File: src/cwsr_pkg.sv
// Package for the clock working set replacer.
// Holds the sizes, register indexes and controller/datapath interface structs.
// No dependencies.
package cwsr_pkg;

  localparam int MAX_SLOTS  = 16;
  localparam int SLOT_W     = $clog2(MAX_SLOTS);
  localparam int N_W        = $clog2(MAX_SLOTS + 1);
  localparam int PAGE_W     = 20;
  localparam int WS_W       = 5;
  localparam int OUT_SLOT_W = 4;

  localparam int CFG_W      = 20;
  localparam int CFG_IDX_W  = 3;

  localparam int IN_TDATA_W  = 24;
  localparam int OUT_TDATA_W = 32;

  localparam logic [CFG_IDX_W-1:0] REG_WS_SIZE    = 3'd0;
  localparam logic [CFG_IDX_W-1:0] REG_STACK_LOW  = 3'd1;
  localparam logic [CFG_IDX_W-1:0] REG_STACK_HIGH = 3'd2;
  localparam logic [CFG_IDX_W-1:0] REG_HEAP_LOW   = 3'd3;
  localparam logic [CFG_IDX_W-1:0] REG_HEAP_HIGH  = 3'd4;

  localparam logic OP_ACCESS = 1'b0;
  localparam logic OP_FAULT  = 1'b1;

  typedef struct packed {
    logic load;
    logic lookup;
    logic hit;
    logic miss;
    logic illegal;
    logic place;
    logic sweep;
    logic out_load;
  } cmd_t;

  typedef struct packed {
    logic found;
    logic fault;
    logic legal;
    logic empty_found;
    logic used_at_hand;
    logic out_free;
  } stat_t;

endpackage

File: src/cwsr_ctrl.sv
// Controller for the clock working set replacer.
// Sequences lookup, decision, clock sweep and result hand-off; uses cwsr_pkg.
module cwsr_ctrl (
  input  logic              clk,
  input  logic              rst_n,
  input  logic              in_tvalid,
  output logic              in_tready,
  input  cwsr_pkg::stat_t   stat,
  output cwsr_pkg::cmd_t    cmd
);
  import cwsr_pkg::*;

  typedef enum logic [2:0] {
    S_IDLE,
    S_LOOKUP,
    S_DECIDE,
    S_SWEEP,
    S_FINISH
  } state_t;

  state_t state_r;
  logic   in_tready_r;

  assign in_tready = in_tready_r;

  always_comb begin
    cmd = '0;
    unique case (state_r)
      S_IDLE:   cmd.load = in_tvalid & in_tready_r;
      S_LOOKUP: cmd.lookup = 1'b1;
      S_DECIDE: begin
        if (stat.found) begin
          cmd.hit = 1'b1;
        end else if (!stat.fault) begin
          cmd.miss = 1'b1;
        end else if (!stat.legal) begin
          cmd.illegal = 1'b1;
        end else if (stat.empty_found) begin
          cmd.place = 1'b1;
        end
      end
      S_SWEEP:  cmd.sweep = 1'b1;
      S_FINISH: cmd.out_load = stat.out_free;
      default:  cmd = '0;
    endcase
  end

  always_ff @(posedge clk) begin
    if (!rst_n) begin
      state_r     <= S_IDLE;
      in_tready_r <= 1'b1;
    end else begin
      unique case (state_r)
        S_IDLE: begin
          if (in_tvalid && in_tready_r) begin
            state_r     <= S_LOOKUP;
            in_tready_r <= 1'b0;
          end
        end
        S_LOOKUP: state_r <= S_DECIDE;
        S_DECIDE: begin
          if (stat.found || !stat.fault || !stat.legal || stat.empty_found) begin
            state_r <= S_FINISH;
          end else begin
            state_r <= S_SWEEP;
          end
        end
        S_SWEEP: begin
          if (!stat.used_at_hand) begin
            state_r <= S_FINISH;
          end
        end
        S_FINISH: begin
          if (stat.out_free) begin
            state_r     <= S_IDLE;
            in_tready_r <= 1'b1;
          end
        end
        default: begin
          state_r     <= S_IDLE;
          in_tready_r <= 1'b1;
        end
      endcase
    end
  end

endmodule

File: src/cwsr_datapath.sv
// Datapath for the clock working set replacer.
// Holds config registers, slot entries, clock hand and the output register; uses cwsr_pkg.
module cwsr_datapath (
  input  logic                              clk,
  input  logic                              rst_n,
  input  logic                              cfg_we,
  input  logic [cwsr_pkg::CFG_IDX_W-1:0]    cfg_index,
  input  logic [cwsr_pkg::CFG_W-1:0]        cfg_wdata,
  input  logic                              in_op,
  input  logic [cwsr_pkg::IN_TDATA_W-1:0]   in_data,
  output logic                              out_tvalid,
  input  logic                              out_tready,
  output logic [cwsr_pkg::OUT_TDATA_W-1:0]  out_tdata,
  input  cwsr_pkg::cmd_t                    cmd,
  output cwsr_pkg::stat_t                   stat
);
  import cwsr_pkg::*;

  localparam int CNT_W = (N_W > WS_W) ? N_W : WS_W;
  localparam int SUM_W = N_W + 1;

  logic [WS_W-1:0]   ws_size_r;
  logic [PAGE_W-1:0] stack_lo_r, stack_hi_r, heap_lo_r, heap_hi_r;

  logic [PAGE_W-1:0]    entry_page_r [MAX_SLOTS];
  logic [MAX_SLOTS-1:0] valid_r, used_r, mod_r;
  logic [SLOT_W-1:0]    hand_r;

  logic              op_r, wr_r, pf_r;
  logic [PAGE_W-1:0] pg_r;

  logic              found_r, legal_r, empty_found_r;
  logic [SLOT_W-1:0] found_idx_r, empty_idx_r;

  logic              res_hit_r, res_evict_r, res_vdirty_r, res_illegal_r;
  logic [SLOT_W-1:0] res_slot_r;
  logic [PAGE_W-1:0] res_vpage_r;

  logic                   out_valid_r;
  logic [OUT_TDATA_W-1:0] out_data_r;

  logic [N_W-1:0]       n;
  logic [SLOT_W-1:0]    h_eff;
  logic [MAX_SLOTS-1:0] match;
  logic                 found_c, empty_found_c, legal_c;
  logic [SLOT_W-1:0]    found_idx_c, empty_idx_c;
  logic [SLOT_W-1:0]    rot_idx [MAX_SLOTS];
  logic                 place_en;
  logic [SLOT_W-1:0]    place_idx;

  function automatic logic [SLOT_W-1:0] next_slot(input logic [SLOT_W-1:0] s,
                                                  input logic [N_W-1:0] cnt);
    logic [N_W-1:0] inc;
    inc = N_W'(s) + N_W'(1);
    return (inc == cnt) ? '0 : SLOT_W'(inc);
  endfunction

  always_comb begin
    if (ws_size_r == '0) begin
      n = N_W'(1);
    end else if (CNT_W'(ws_size_r) > CNT_W'(MAX_SLOTS)) begin
      n = N_W'(MAX_SLOTS);
    end else begin
      n = N_W'(ws_size_r);
    end
    h_eff = (N_W'(hand_r) >= n) ? '0 : hand_r;
  end

  always_comb begin
    logic [SUM_W-1:0] sum;
    found_c       = 1'b0;
    found_idx_c   = '0;
    empty_found_c = 1'b0;
    empty_idx_c   = '0;
    for (int i = 0; i < MAX_SLOTS; i++) begin
      match[i] = valid_r[i] && (N_W'(i) < n) && (entry_page_r[i] == pg_r);
      sum = SUM_W'(h_eff) + SUM_W'(i);
      rot_idx[i] = (sum >= SUM_W'(n)) ? SLOT_W'(sum - SUM_W'(n)) : SLOT_W'(sum);
    end
    for (int i = MAX_SLOTS - 1; i >= 0; i--) begin
      if (match[i]) begin
        found_c     = 1'b1;
        found_idx_c = SLOT_W'(i);
      end
      if ((N_W'(i) < n) && !valid_r[rot_idx[i]]) begin
        empty_found_c = 1'b1;
        empty_idx_c   = rot_idx[i];
      end
    end
    legal_c = pf_r || (pg_r >= stack_lo_r && pg_r < stack_hi_r) ||
              (pg_r >= heap_lo_r && pg_r < heap_hi_r);
  end

  assign place_en  = cmd.place | (cmd.sweep & ~used_r[hand_r]);
  assign place_idx = cmd.place ? empty_idx_r : hand_r;

  assign stat.found        = found_r;
  assign stat.fault        = (op_r == OP_FAULT);
  assign stat.legal        = legal_r;
  assign stat.empty_found  = empty_found_r;
  assign stat.used_at_hand = used_r[hand_r];
  assign stat.out_free     = ~out_valid_r | out_tready;

  assign out_tvalid = out_valid_r;
  assign out_tdata  = out_data_r;

  always_ff @(posedge clk) begin
    if (!rst_n) begin
      ws_size_r  <= WS_W'(16);
      stack_lo_r <= '0;
      stack_hi_r <= '0;
      heap_lo_r  <= '0;
      heap_hi_r  <= '0;
    end else if (cfg_we) begin
      unique case (cfg_index)
        REG_WS_SIZE:    ws_size_r  <= cfg_wdata[WS_W-1:0];
        REG_STACK_LOW:  stack_lo_r <= cfg_wdata[PAGE_W-1:0];
        REG_STACK_HIGH: stack_hi_r <= cfg_wdata[PAGE_W-1:0];
        REG_HEAP_LOW:   heap_lo_r  <= cfg_wdata[PAGE_W-1:0];
        REG_HEAP_HIGH:  heap_hi_r  <= cfg_wdata[PAGE_W-1:0];
        default: ;
      endcase
    end
  end

  always_ff @(posedge clk) begin
    if (!rst_n) begin
      valid_r     <= '0;
      used_r      <= '0;
      mod_r       <= '0;
      hand_r      <= '0;
      out_valid_r <= 1'b0;
    end else begin
      if (cmd.lookup) begin
        hand_r <= h_eff;
      end
      if (cmd.hit) begin
        used_r[found_idx_r] <= 1'b1;
        if (wr_r) begin
          mod_r[found_idx_r] <= 1'b1;
        end
      end
      if (cmd.sweep && used_r[hand_r]) begin
        used_r[hand_r] <= 1'b0;
        hand_r         <= next_slot(hand_r, n);
      end
      if (place_en) begin
        valid_r[place_idx] <= 1'b1;
        used_r[place_idx]  <= 1'b1;
        mod_r[place_idx]   <= wr_r;
        hand_r             <= next_slot(place_idx, n);
      end
      if (cmd.out_load) begin
        out_valid_r <= 1'b1;
      end else if (out_tready) begin
        out_valid_r <= 1'b0;
      end
    end
  end

  always_ff @(posedge clk) begin
    if (place_en) begin
      entry_page_r[place_idx] <= pg_r;
    end
  end

  always_ff @(posedge clk) begin
    if (cmd.load) begin
      op_r <= in_op;
      pg_r <= in_data[PAGE_W-1:0];
      wr_r <= in_data[PAGE_W];
      pf_r <= in_data[PAGE_W+1];
    end
    if (cmd.lookup) begin
      found_r       <= found_c;
      found_idx_r   <= found_idx_c;
      legal_r       <= legal_c;
      empty_found_r <= empty_found_c;
      empty_idx_r   <= empty_idx_c;
    end
    if (cmd.hit || cmd.miss || cmd.illegal || place_en) begin
      res_hit_r     <= cmd.hit;
      res_slot_r    <= cmd.hit ? found_idx_r : (place_en ? place_idx : '0);
      res_evict_r   <= cmd.sweep;
      res_vpage_r   <= cmd.sweep ? entry_page_r[hand_r] : '0;
      res_vdirty_r  <= cmd.sweep & mod_r[hand_r];
      res_illegal_r <= cmd.illegal;
    end
    if (cmd.out_load) begin
      out_data_r <= {4'b0000, res_illegal_r, res_vdirty_r, res_vpage_r, res_evict_r,
                     OUT_SLOT_W'(res_slot_r), res_hit_r};
    end
  end

endmodule

File: src/clock_working_set_replacer.sv
// Top level of the clock working set replacer.
// Joins cwsr_ctrl and cwsr_datapath; uses cwsr_pkg.
//
// Each word goes through lookup and decision to the finish state, which loads the
// output register, when the page is resident, the access misses, the fault is
// illegal or a free slot exists. A fault into a full working set sweeps the clock
// hand in between. With n the slots in use (ws_size held to 1..16), the sweep
// visits up to n + 1 slots, one slot per cycle. The input becomes ready again on
// the edge that loads the output register, so a new word is taken only after the
// last one has reached it, and later while the output stalls. A new word is
// accepted while a finished result still waits in the output register.
module clock_working_set_replacer (
  input  logic                              clk,
  input  logic                              rst_n,
  input  logic                              cfg_we,
  input  logic [cwsr_pkg::CFG_IDX_W-1:0]    cfg_index,
  input  logic [cwsr_pkg::CFG_W-1:0]        cfg_wdata,
  input  logic                              in_tvalid,
  output logic                              in_tready,
  // page[19:0], is_write[20], in_pagefile[21], zero[23:22]
  input  logic [cwsr_pkg::IN_TDATA_W-1:0]   in_tdata,
  // opcode[0]
  input  logic                              in_tuser,
  output logic                              out_tvalid,
  input  logic                              out_tready,
  // hit[0], slot[4:1], evicted[5], victim_page[25:6], victim_dirty[26],
  // illegal[27], zero[31:28]
  output logic [cwsr_pkg::OUT_TDATA_W-1:0]  out_tdata
);
  import cwsr_pkg::*;

  cmd_t  cmd;
  stat_t stat;

  cwsr_ctrl u_ctrl (
    .clk       (clk),
    .rst_n     (rst_n),
    .in_tvalid (in_tvalid),
    .in_tready (in_tready),
    .stat      (stat),
    .cmd       (cmd)
  );

  cwsr_datapath u_datapath (
    .clk        (clk),
    .rst_n      (rst_n),
    .cfg_we     (cfg_we),
    .cfg_index  (cfg_index),
    .cfg_wdata  (cfg_wdata),
    .in_op      (in_tuser),
    .in_data    (in_tdata),
    .out_tvalid (out_tvalid),
    .out_tready (out_tready),
    .out_tdata  (out_tdata),
    .cmd        (cmd),
    .stat       (stat)
  );

endmodule
File: config.mk
export PLATFORM = sky130hd
export DESIGN_NAME = clock_working_set_replacer
export DESIGN_NICKNAME = d
export VERILOG_FILES = /design/src/cwsr_pkg.sv /design/src/cwsr_ctrl.sv /design/src/cwsr_datapath.sv /design/src/clock_working_set_replacer.sv
export SDC_FILE = /design/constraint.sdc
export NUM_CORES = 1
export LEC_CHECK = 0
export BUFFER_PORTS_ARGS = -buffer_cell sky130_fd_sc_hd__buf_2
export CAP_MARGIN = 25
export CORE_MARGIN = 3
export CORE_UTILIZATION = 64
export DETAILED_ROUTE_END_ITERATION = 7
export HOLD_SLACK_MARGIN = 0.05
export PLACE_DENSITY = 0.81
export SYNTH_ARGS = -nofsm -noshare
export SYNTH_HDL_FRONTEND = slang
export SYNTH_HIERARCHICAL = 1
export SYNTH_SLANG_ARGS = --single-unit
File: constraint.sdc
create_clock -name clk -period 7.88 [get_ports clk]
set_input_delay 0.788 -clock clk [delete_from_list [all_inputs] [get_ports clk]]
set_output_delay 0.788 -clock clk [all_outputs]
set_load 0.05 [all_outputs]
* Word-level counts from Yosys, hierarchy flattened
Memories as Yosys holds them, arrays and structs flattened. A register that Yosys moved wholly into a read port is not among the register bits. Cells that the tools add are included.
Word-level totals: flip-flop bits (word level) 212, RAM bits 320, input bits 53, output and inout bits 34, logic and storage cells 403, memories kept 1
Operators by class: $add $sub $neg 33, magnitude comparators 60, equality and inequality tests 29, muxes and demuxes 136, bitwise gates (word level) 14, reduce and logical (&&, ||, !) cells 100
Memories:
- u_datapath.entry_page_r | words 16, width 20, rd ports 17, clocked after memory_dff 1, wr ports 1, line cwsr_datapath.sv:25 | logic [PAGE_W-1:0] entry_page_r [MAX_SLOTS];
Operator list (number):
- 20-bit == test | 16
- 4-bit 2-to-1 mux | 50
- 16-bit 2-to-1 mux | 9
- 4-bit by 5-bit less-than comparator with 1-bit output, second input constant | 19
- 5-bit >= comparator | 15
- 1-bit binary-select mux with 4-bit select | 18
- 16-bit bitwise OR | 4
- 4-bit subtractor | 16
- 1-bit logical AND | 55
- 4-bit by 4-bit adder with 5-bit output, second input constant | 8
- 20-bit >= comparator | 2
- 20-bit less-than comparator | 2
- 4-bit by 5-bit less-than comparator with 1-bit output, first input constant | 8
- 1-bit 2-to-1 mux | 39
- 15-bit OR reduction | 2
- 3-bit 2-to-1 mux | 9
- 4-bit by 3-bit adder with 5-bit output, second input constant | 4
- 3-bit by 5-bit less-than comparator with 1-bit output, first input constant | 4
- 1-bit logical NOT | 19
- 16-bit AND | 1
- 16-bit bitwise mux | 1
- 16-bit inverter | 1
- 4-bit by 1-bit adder with 5-bit output, second input constant | 3
- 3-bit one-hot mux with 5 select lines | 1
- other kinds (30) | 66

* Logic depth before layout (Yosys ltp)
Gate-level depths: netlist of the first run.
word-level depth 28, depth in mapped cells 33, gate-level depth less buffers 29

* Cells and area by module
Netlist of the first run, hierarchy kept.
By module, submodules not included:
- cwsr_datapath | times used 1, cells an instance 2958, area an instance 33712.3 um2, sequential area each 15074.5 um2
- cwsr_ctrl | times used 1, cells an instance 39, area an instance 309.0 um2, sequential area each 80.1 um2

* Worst setup path after synthesis of the first run
OpenSTA, ideal clock, no wires.
path kind register to register, start point register u_datapath.ws_size_r[4], end point register u_datapath.empty_idx_r[0], data pin, library setup time 272 ps, data arrival time 6736 ps, required time 7608 ps, path slack 873 ps, cell stages (with the launch flop) 29, buffers on the path 4, clock period less this slack 7007 ps, path through dfxtp_1 > inv_2 > clkbuf_1 > nand2_1 > ha_1 > nor2b_1 > nor2_1 > o21ai_4 > buf_6 > inv_4 > ha_1 > buf_2 > and3b_1 > a2111oi_2 > o211ai_2 > ha_1 > a21oi_1 > o21ai_1 > o41ai_1 > or2_1 > buf_2 > mux4_2 > a31oi_1 > nand4_1 > nor2b_1 > a211oi_1 > a211o_1 > and4_1 > a22oi_1
On the way: longest elaborated chain between the ends 28, elaborated cells on any way between the ends 165, classes of those cells 31 x add/sub; 34 x order compare; 67 x mux; 33 x reduce/logical
RTL lines:
- start, declared | line cwsr_datapath.sv:22 | logic [WS_W-1:0] ws_size_r;
- start signal, assigned | line cwsr_datapath.sv:116 | REG_WS_SIZE: ws_size_r <= cfg_wdata[WS_W-1:0];
- 5-bit greater-than comparator | line cwsr_datapath.sv:61 | end else if (CNT_W'(ws_size_r) > CNT_W'(MAX_SLOTS)) begin
- 5-bit 2-to-1 mux | line cwsr_datapath.sv:61
- 5-bit 2-to-1 mux * | line cwsr_datapath.sv:59 | if (ws_size_r == '0) begin
- 4-bit by 5-bit >= comparator with 1-bit output | line cwsr_datapath.sv:66 | h_eff = (N_W'(hand_r) >= n) ? '0 : hand_r;
- 4-bit 2-to-1 mux | line cwsr_datapath.sv:66
- 4-bit by 4-bit adder with 5-bit output | line cwsr_datapath.sv:77 | sum = SUM_W'(h_eff) + SUM_W'(i);
- 4-bit subtractor or 5-bit >= comparator (tied branches) | line cwsr_datapath.sv:78 | rot_idx[i] = (sum >= SUM_W'(n)) ? SLOT_W'(sum - SUM_W'(n)) : SLOT_W'(sum);
- 4-bit 2-to-1 mux | line cwsr_datapath.sv:78
- 1-bit binary-select mux with 4-bit select | line cwsr_datapath.sv:85 | if ((N_W'(i) < n) && !valid_r[rot_idx[i]]) begin
- 1-bit 2-to-1 mux (implied by the code) | line cwsr_datapath.sv:85
- 1-bit logical NOT | line cwsr_datapath.sv:85
- 1-bit logical AND | line cwsr_datapath.sv:85
- 4-bit 2-to-1 mux (15 in series) | line cwsr_datapath.sv:85
- 4-bit 2-to-1 mux * | line cwsr_datapath.sv:85
- net u_datapath.empty_idx_c[0] | line cwsr_datapath.sv:46 | logic [SLOT_W-1:0] found_idx_c, empty_idx_c;
- end signal, assigned | line cwsr_datapath.sv:179 | empty_idx_r <= empty_idx_c;
- end, declared | line cwsr_datapath.sv:33 | logic [SLOT_W-1:0] found_idx_r, empty_idx_r;
The timed path passes the listed nets; every way through them passes the cells marked *. The select of a mux whose other input is x is not followed. A chain may end at the register's enable or synchronous reset.

* Worst setup path after layout of the first run
start point register u_datapath.ws_size_r[1], end point register u_datapath.empty_found_r, data pin
On the way: longest elaborated chain between the ends 13, elaborated cells on any way between the ends 151, classes of those cells 31 x add/sub; 34 x order compare; 52 x mux; 34 x reduce/logical
RTL lines:
- 5-bit greater-than comparator | line cwsr_datapath.sv:61
- 5-bit 2-to-1 mux | line cwsr_datapath.sv:61
- 5-bit 2-to-1 mux * | line cwsr_datapath.sv:59
- 4-bit by 5-bit >= comparator with 1-bit output | line cwsr_datapath.sv:66
- 4-bit 2-to-1 mux | line cwsr_datapath.sv:66
- 4-bit by 1-bit adder with 5-bit output (tied with other cells) | line cwsr_datapath.sv:77
- 4-bit subtractor or 5-bit >= comparator (tied branches) | line cwsr_datapath.sv:78
- 4-bit 2-to-1 mux | line cwsr_datapath.sv:78
- 1-bit binary-select mux with 4-bit select | line cwsr_datapath.sv:85
- 1-bit 2-to-1 mux (implied by the code) | line cwsr_datapath.sv:85
- 1-bit logical NOT | line cwsr_datapath.sv:85
- 1-bit logical AND | line cwsr_datapath.sv:85
- 15-bit OR reduction (no line) or 1-bit 2-to-1 mux (tied branches)
- end signal, assigned | line cwsr_datapath.sv:178 | empty_found_r <= empty_found_c;
- end, declared | line cwsr_datapath.sv:32 | logic found_r, legal_r, empty_found_r;
Every way passes the cells marked *; elsewhere a longest branch is shown, timed or not. The select of a mux whose other input is x is not followed.

==> impl_metrics.toml, run 1 <==
[yosys]
synth_enable_flop_cells = 410
synth_cell_types = 108
synth_warnings = 6
yosys.area.top_type = "edfxtp_1"
netlist_area_um2 = 34000
netlist_instances = 2997
synth_seq_cells = 552
synth-async-reset-ratio_pct = 0
synth.top_cell.area_share_pct = 36.2
synthTopCellsByArea = "edfxtp_1 (36%), mux4_2 (8.5%), dfxtp_1 (8.4%)"
seq_area_frac_synth_pct = 44.5
synth_ff_type = "edfxtp_1"
syn_area_per_cell_um2 = 11.4

[pwr]
power_density_nw_per_um2 = 356
p_leak_nw = 12.9
total_power_w = 0.0133
vdd_drop_max_v = 0.000316

[route]
detailedRoute.firstIterationViolations = 3806
drc = 0
wl_um = 107000
drtPass1Iterations = 6
wl_per_cell_um = 28.3
vias = 26100
viasPerCell = 6.88
ant_nets = 0

[floorplan]
die_area_um2 = 56000
core_area_um2 = 51900
ioPinCount = 87
die_w_um = 237
die_y_um = 237
row_count = 83
initial_core_util_pct = 65.5

[global_route]
grt_max_degree = 101
grt_use_total_pct = 37.6
overflow = 0
antenna_found_initial = 2
grt_pass1_wl_um = 159000
grt_pass1_vias = 25500

[final_layout]
area_growth_pct = 9.59
drive_above_1_share_pct = 15.3
num-fill-cells = 3504
nNetsFinal = 3267
insertedDiodeCount = 0
final_util_pct = 71.8

[setup_path]
arrival_ns = 7.85
critical_path_class = "reg -> reg"
worstSetupEndpointType = "register"
critPathMaxStageDelay_ns = 0.78
crit_fanout = 8
crit_required_ns = 8.16
cp_top_family = "simple AND/OR/NAND/NOR gates"
critPathSlowestCell = "mux2i_1"
cpMostUsedCell = "nor2_1"
critPathLaunchType = "register"
crit_buf_inv = 1
rrSetupSlack_ns = 0.32

[clock_tree]
hold_buffers = 0
cts_tree = "yes"
cts_buffers = 56
htree_levels = 2
clk_latency_ns = 0.63
cts_sinks = 552
cts_buffer_depth = 3
post_cts_buffers = 0
path_clk_slew_ns = 0.07
cts_root_buf = "clkbuf_16"

[timing]
setup_viol = 0
max_freq_mhz = 132
period_share_pct = 95.9
fin_setup_tns_ns = 0
relSlewSlack_pct = 20.5
worst_pin_slew_ns = 1.19
rsz0062_at_grt = "no"
finalClockSkew_ns = 0.0361
final-hold-violation-count = 0
slew_viol_final = 0
final.min_clock_period_ns = 7.56

[status]
status = "finished, final reports clean"

[job]
maxCapViolCount = 0

[placement]
dpl.hpwl_um = 74600
gp_congestion = 1.06
numPortBuffers = 80

[min_path]
hp-class = "in -> reg"
==> power breakdown <==
group | switching [W] | total (W) | internal, W | leakage [nW]
clock network | 0.00115 | 0.00271 | 0.00156 | 0.908
registers | 0.000129 | 0.00354 | 0.00341 | 4.87
logic | 0.00446 | 0.00704 | 0.00258 | 7.12
total | 0.00574 | 0.0133 | 0.00755 | 12.9
==> cell usage after synthesis, drive strengths merged, types with 8 or more instances <==
master   count
nor2        91
nor4        54
nand4       61
nor3        37
or2          9
nor2b       23
mux2i      130
a221oi      11
nand3       38
o2111ai      9
a21boi     112
a31oi       26
dfxtp      142
nand2b      31
a211oi      18
o221ai       8
nand2      306
a22oi        9
ha         148
and3        12
a21o        51
inv        143
mux4       130
edfxtp     410
o21a        41
clkbuf     131
xor2       167
o211ai      30
xnor2      191
mux2        14
a21oi       83
buf         40
o21ai      114
and2        49
==> area by class of cell <==
cell class                      instances  area, um2  area share (%)
Tap cell                              680        851            2.28
Inverter                              145        547            1.47
Clock inverter                         24        254           0.681
Sequential cell                       552      15200            40.7
Timing Repair Buffer                  175       1210            3.26
Multi-Input combinational cell       2132      17600            47.3
Clock buffer                           81       1620            4.34
==> routing by layer <==
| metal | wire length (um) | vias to the layer above | GRT usage [%] |
|---|---|---|---|
| met4 | 5160 | 2 | 16.1 |
| met1 | 40100 | 12600 | 52.1 |
| met2 | 46500 | 1857 | 55.2 |
| met5 | 13 | - | 0 |
| met3 | 15400 | 351 | 11.5 |
| li1 | - | 11200 | - |
==> final timing paths <==
path,startpoint,end,cells past startpoint
setup / recovery,u_datapath/ws_size_r[1]$_SDFFE_PN0P_,u_datapath/empty_found_r$_SDFFCE_PP1P_,25
hold reg to reg,u_datapath/res_vpage_r[9]$_SDFFCE_PN0P_,u_datapath/out_tdata[15]$_DFFE_PP_,0
setup reg to reg,u_datapath/ws_size_r[1]$_SDFFE_PN0P_,u_datapath/empty_found_r$_SDFFCE_PP1P_,25
hold / removal,in_tdata[1],u_datapath/pg_r[1]$_DFFE_PP_,1
==> placed cells by master (no fill, tap or decap), types with 80 or more instances in the layout <==
cell type / n
nand2_1: 304
buf_4: 89
inv_1: 138
dfxtp_1: 140
ha_1: 148
a21oi_1: 83
buf_2: 80
xnor2_1: 190
mux4_2: 129
xor2_1: 167
edfxtp_1: 410
nor2_1: 88
mux2i_1: 115
a21boi_0: 112
o21ai_0: 92
==> sequential cells by signal (all words and copies together) (netlist names), 20 cells and up <==
register                 count
u_datapath/heap_hi_r        20
u_datapath/entry_page_r    320
u_datapath/pg_r             20
u_datapath/out_tdata        28
u_datapath/stack_lo_r       20
u_datapath/res_vpage_r      20
u_datapath/stack_hi_r       20
u_datapath/heap_lo_r        20
==> through the flow <==
| step | area, um2 | instances | setup slack, ns | hold WS [ns] |
|---|---|---|---|---|
| final | 37300 | 3789 | 0.319 | 0.326 |
| after CTS | 37100 | 3782 | 0.425 | 0.302 |
| after floorplan | 34000 | 3000 | 0.873 | 0.400 |
| after detailed placement | 35200 | 3677 | 0.479 | 0.405 |
| after global routing | 37300 | 3789 | 0.0102 | 0.303 |
| after global placement | 35200 | 3677 | 0.639 | 0.401 |
==> logic make-up (layout without fill, tap and decap cells) <==
| family | after synthesis | count (layout) | synth area share (%) |
|---|---|---|---|
| multiplexers | 274 | 274 | 13.3 |
| adder cells (fa/ha/maj) | 152 | 152 | 5.68 |
| flip-flops | 552 | 552 | 44.5 |
| other | 1 | 4 | 0.0110 |
| AND/OR/NAND/NOR | 754 | 754 | 11.1 |
| buffers and inverters | 316 | 425 | 3.74 |
| AO/OA/AOI/OAI | 590 | 590 | 12.5 |
| XOR/XNOR | 358 | 358 | 9.24 |
==> repair_timing <==
item	CTS	global route
hold endpoints to repair	0	0
endpoints found under the setup margin	0	5
resized for setup	0	4
Note: power is estimated with default switching activity, not from simulation.
==> run 2, diff against run 1 <==
Settings changed: CORE_MARGIN 3 to 8.
Clock period 7.88 ns to 7.6 ns, I/O delays scaled along.
==> impl_metrics.toml, run 2 (synthesis results as in run 1) <==
[global_route]
grt_pass1_vias = 25700
overflow = 0
grt_max_degree = 114
grt_pass1_wl_um = 158000
antenna_found_initial = 6
grt_use_total_pct = 34.3

[timing]
timing.hold.ws_ns = 0.320
setup_viol = 0
worst_slack_ns = 0.460
final-hold-violation-count = 0
worst_pin_slew_ns = 1.09
max_freq_mhz = 140
finalClockSkew_ns = 0.0200
fin_setup_tns_ns = 0
final.min_clock_period_ns = 7.14
relSlewSlack_pct = 27.2
period_share_pct = 93.9
slew_viol_final = 0
rsz0062_at_grt = "no"

[route]
vias = 26100
viasPerCell = 6.88
wl_per_cell_um = 28.2
ant_nets = 0
wl_um = 107000
detailedRoute.firstIterationViolations = 3374
drc = 0
drtPass1Iterations = 6

[placement]
numPortBuffers = 80
place_ws_ns = 0.370
dpl.hpwl_um = 74300
gp_congestion = 1.05

[final_layout]
drive_above_1_share_pct = 15.7
final_common_cell = "edfxtp_1"
top_register = "u_datapath/entry_page_r"
area_growth_pct = 9.29
insertedDiodeCount = 0
nNetsFinal = 3264
mostFrequentLayoutCells = "edfxtp_1 (410), nand2_1 (304), xnor2_1 (190), xor2_1 (167), ha_1 (148)"
largest_reg_flops = 320

[job]
maxCapViolCount = 0

[floorplan]
core_area_um2 = 52600
initial_core_util_pct = 64.7
row_count = 84
die_w_um = 247
die_y_um = 247
ioPinCount = 87
die_area_um2 = 60800

[min_path]
hp-class = "in -> reg"

[setup_path]
critical_path_class = "reg -> reg"
critPathSlowestCell = "o41ai_1"
worstSetupEndpointType = "register"
critPathLaunchType = "register"
crit_required_ns = 8.00
critPathMaxStageDelay_ns = 0.47
crit_fanout = 9
arrival_ns = 7.54

[clock_tree]
path_clk_slew_ns = 0.07
cts_sinks = 552
cts_root_buf = "clkbuf_16"
cts_tree = "yes"
clk_latency_ns = 0.61
cts_buffers = 56
cts_buffer_depth = 3
htree_levels = 2

[pwr]
p_leak_nw = 12.8
vdd_drop_max_v = 0.000385
power_density_nw_per_um2 = 368

[status]
status = "finished, final reports clean"
==> run 2: changes by cell type in the layout (fill, tap and decap cells not counted), sizes merged <==
cell and change:
bufinv -1, clkinvlp +4, clkbuf -14, clkinv +9
inv +1, buf -3
==> run 2: metal layers <==
layer / GRT usage [%] / vias up / wire, um
met2: 52.5 / 1771 / 47100
met4: 14.4 / 8 / 5220
met1: 45.5 / 12700 / 39800
li1: - / 11200 / -
met5: 0 / - / 59
met3: 10.1 / 340 / 14900
==> run 2: worst paths after layout <==
path	startpoint	endpoint	slack, ns	cells after the start
setup / recovery	u_datapath/ws_size_r[1]$_SDFFE_PN0P_	u_datapath/empty_idx_r[1]$_DFFE_PP_	0.46	30
hold / removal	in_tdata[1]	u_datapath/pg_r[1]$_DFFE_PP_	0.32	1
setup reg to reg	u_datapath/ws_size_r[1]$_SDFFE_PN0P_	u_datapath/empty_idx_r[1]$_DFFE_PP_	0.46	30
hold reg to reg	u_datapath/res_vpage_r[9]$_SDFFCE_PN0P_	u_datapath/out_tdata[15]$_DFFE_PP_	0.42	0
==> run 2: final cells by class <==
cell class              count  area (um2)
clock buffers              67        1510
clock inverters            37         282
fillers                  3621       15400
inverters                 145         547
multi-input cells        2132       17600
flip-flops and latches    552       15200
well taps                 688         861
repair buffers            172        1180
==> run 2: power by group <==
part / switching [W] / total [W] / internal [W]
sequential: 0.000143 / 0.00368 / 0.00353
combinational: 0.00463 / 0.00731 / 0.00268
clock: 0.00118 / 0.00270 / 0.00152
==> run 2: timing repair <==
action	CTS	global route
endpoints found under the setup margin	0	1
setup buffers	0	0
resized for setup	0	6
hold buffers	0	0
==> run 2: critical path: cells and delay by family, from the launching register on <==
kind                     cells  cell delay (ns)
AO/OA/AOI/OAI               12             2.78
adder cells (fa/ha/maj)      3             0.85
flip-flops                   1             0.30
multiplexers                 2             0.57
buffers and inverters        5             0.83
AND/OR/NAND/NOR              8             1.58
==> run 2: stage by stage <==
stage | utilization [%] | power [W] | instances | instance area, um2
floorplan | - | 0.00867 | 3000 | 34000
global placement | 67.1 | 0.0105 | 3685 | 35300
detailed placement | 67.1 | 0.0107 | 3686 | 35300
CTS | 70.6 | 0.0134 | 3790 | 37100
global route | 70.8 | 0.0142 | 3793 | 37200
finish | 70.8 | 0.0137 | 3793 | 37200
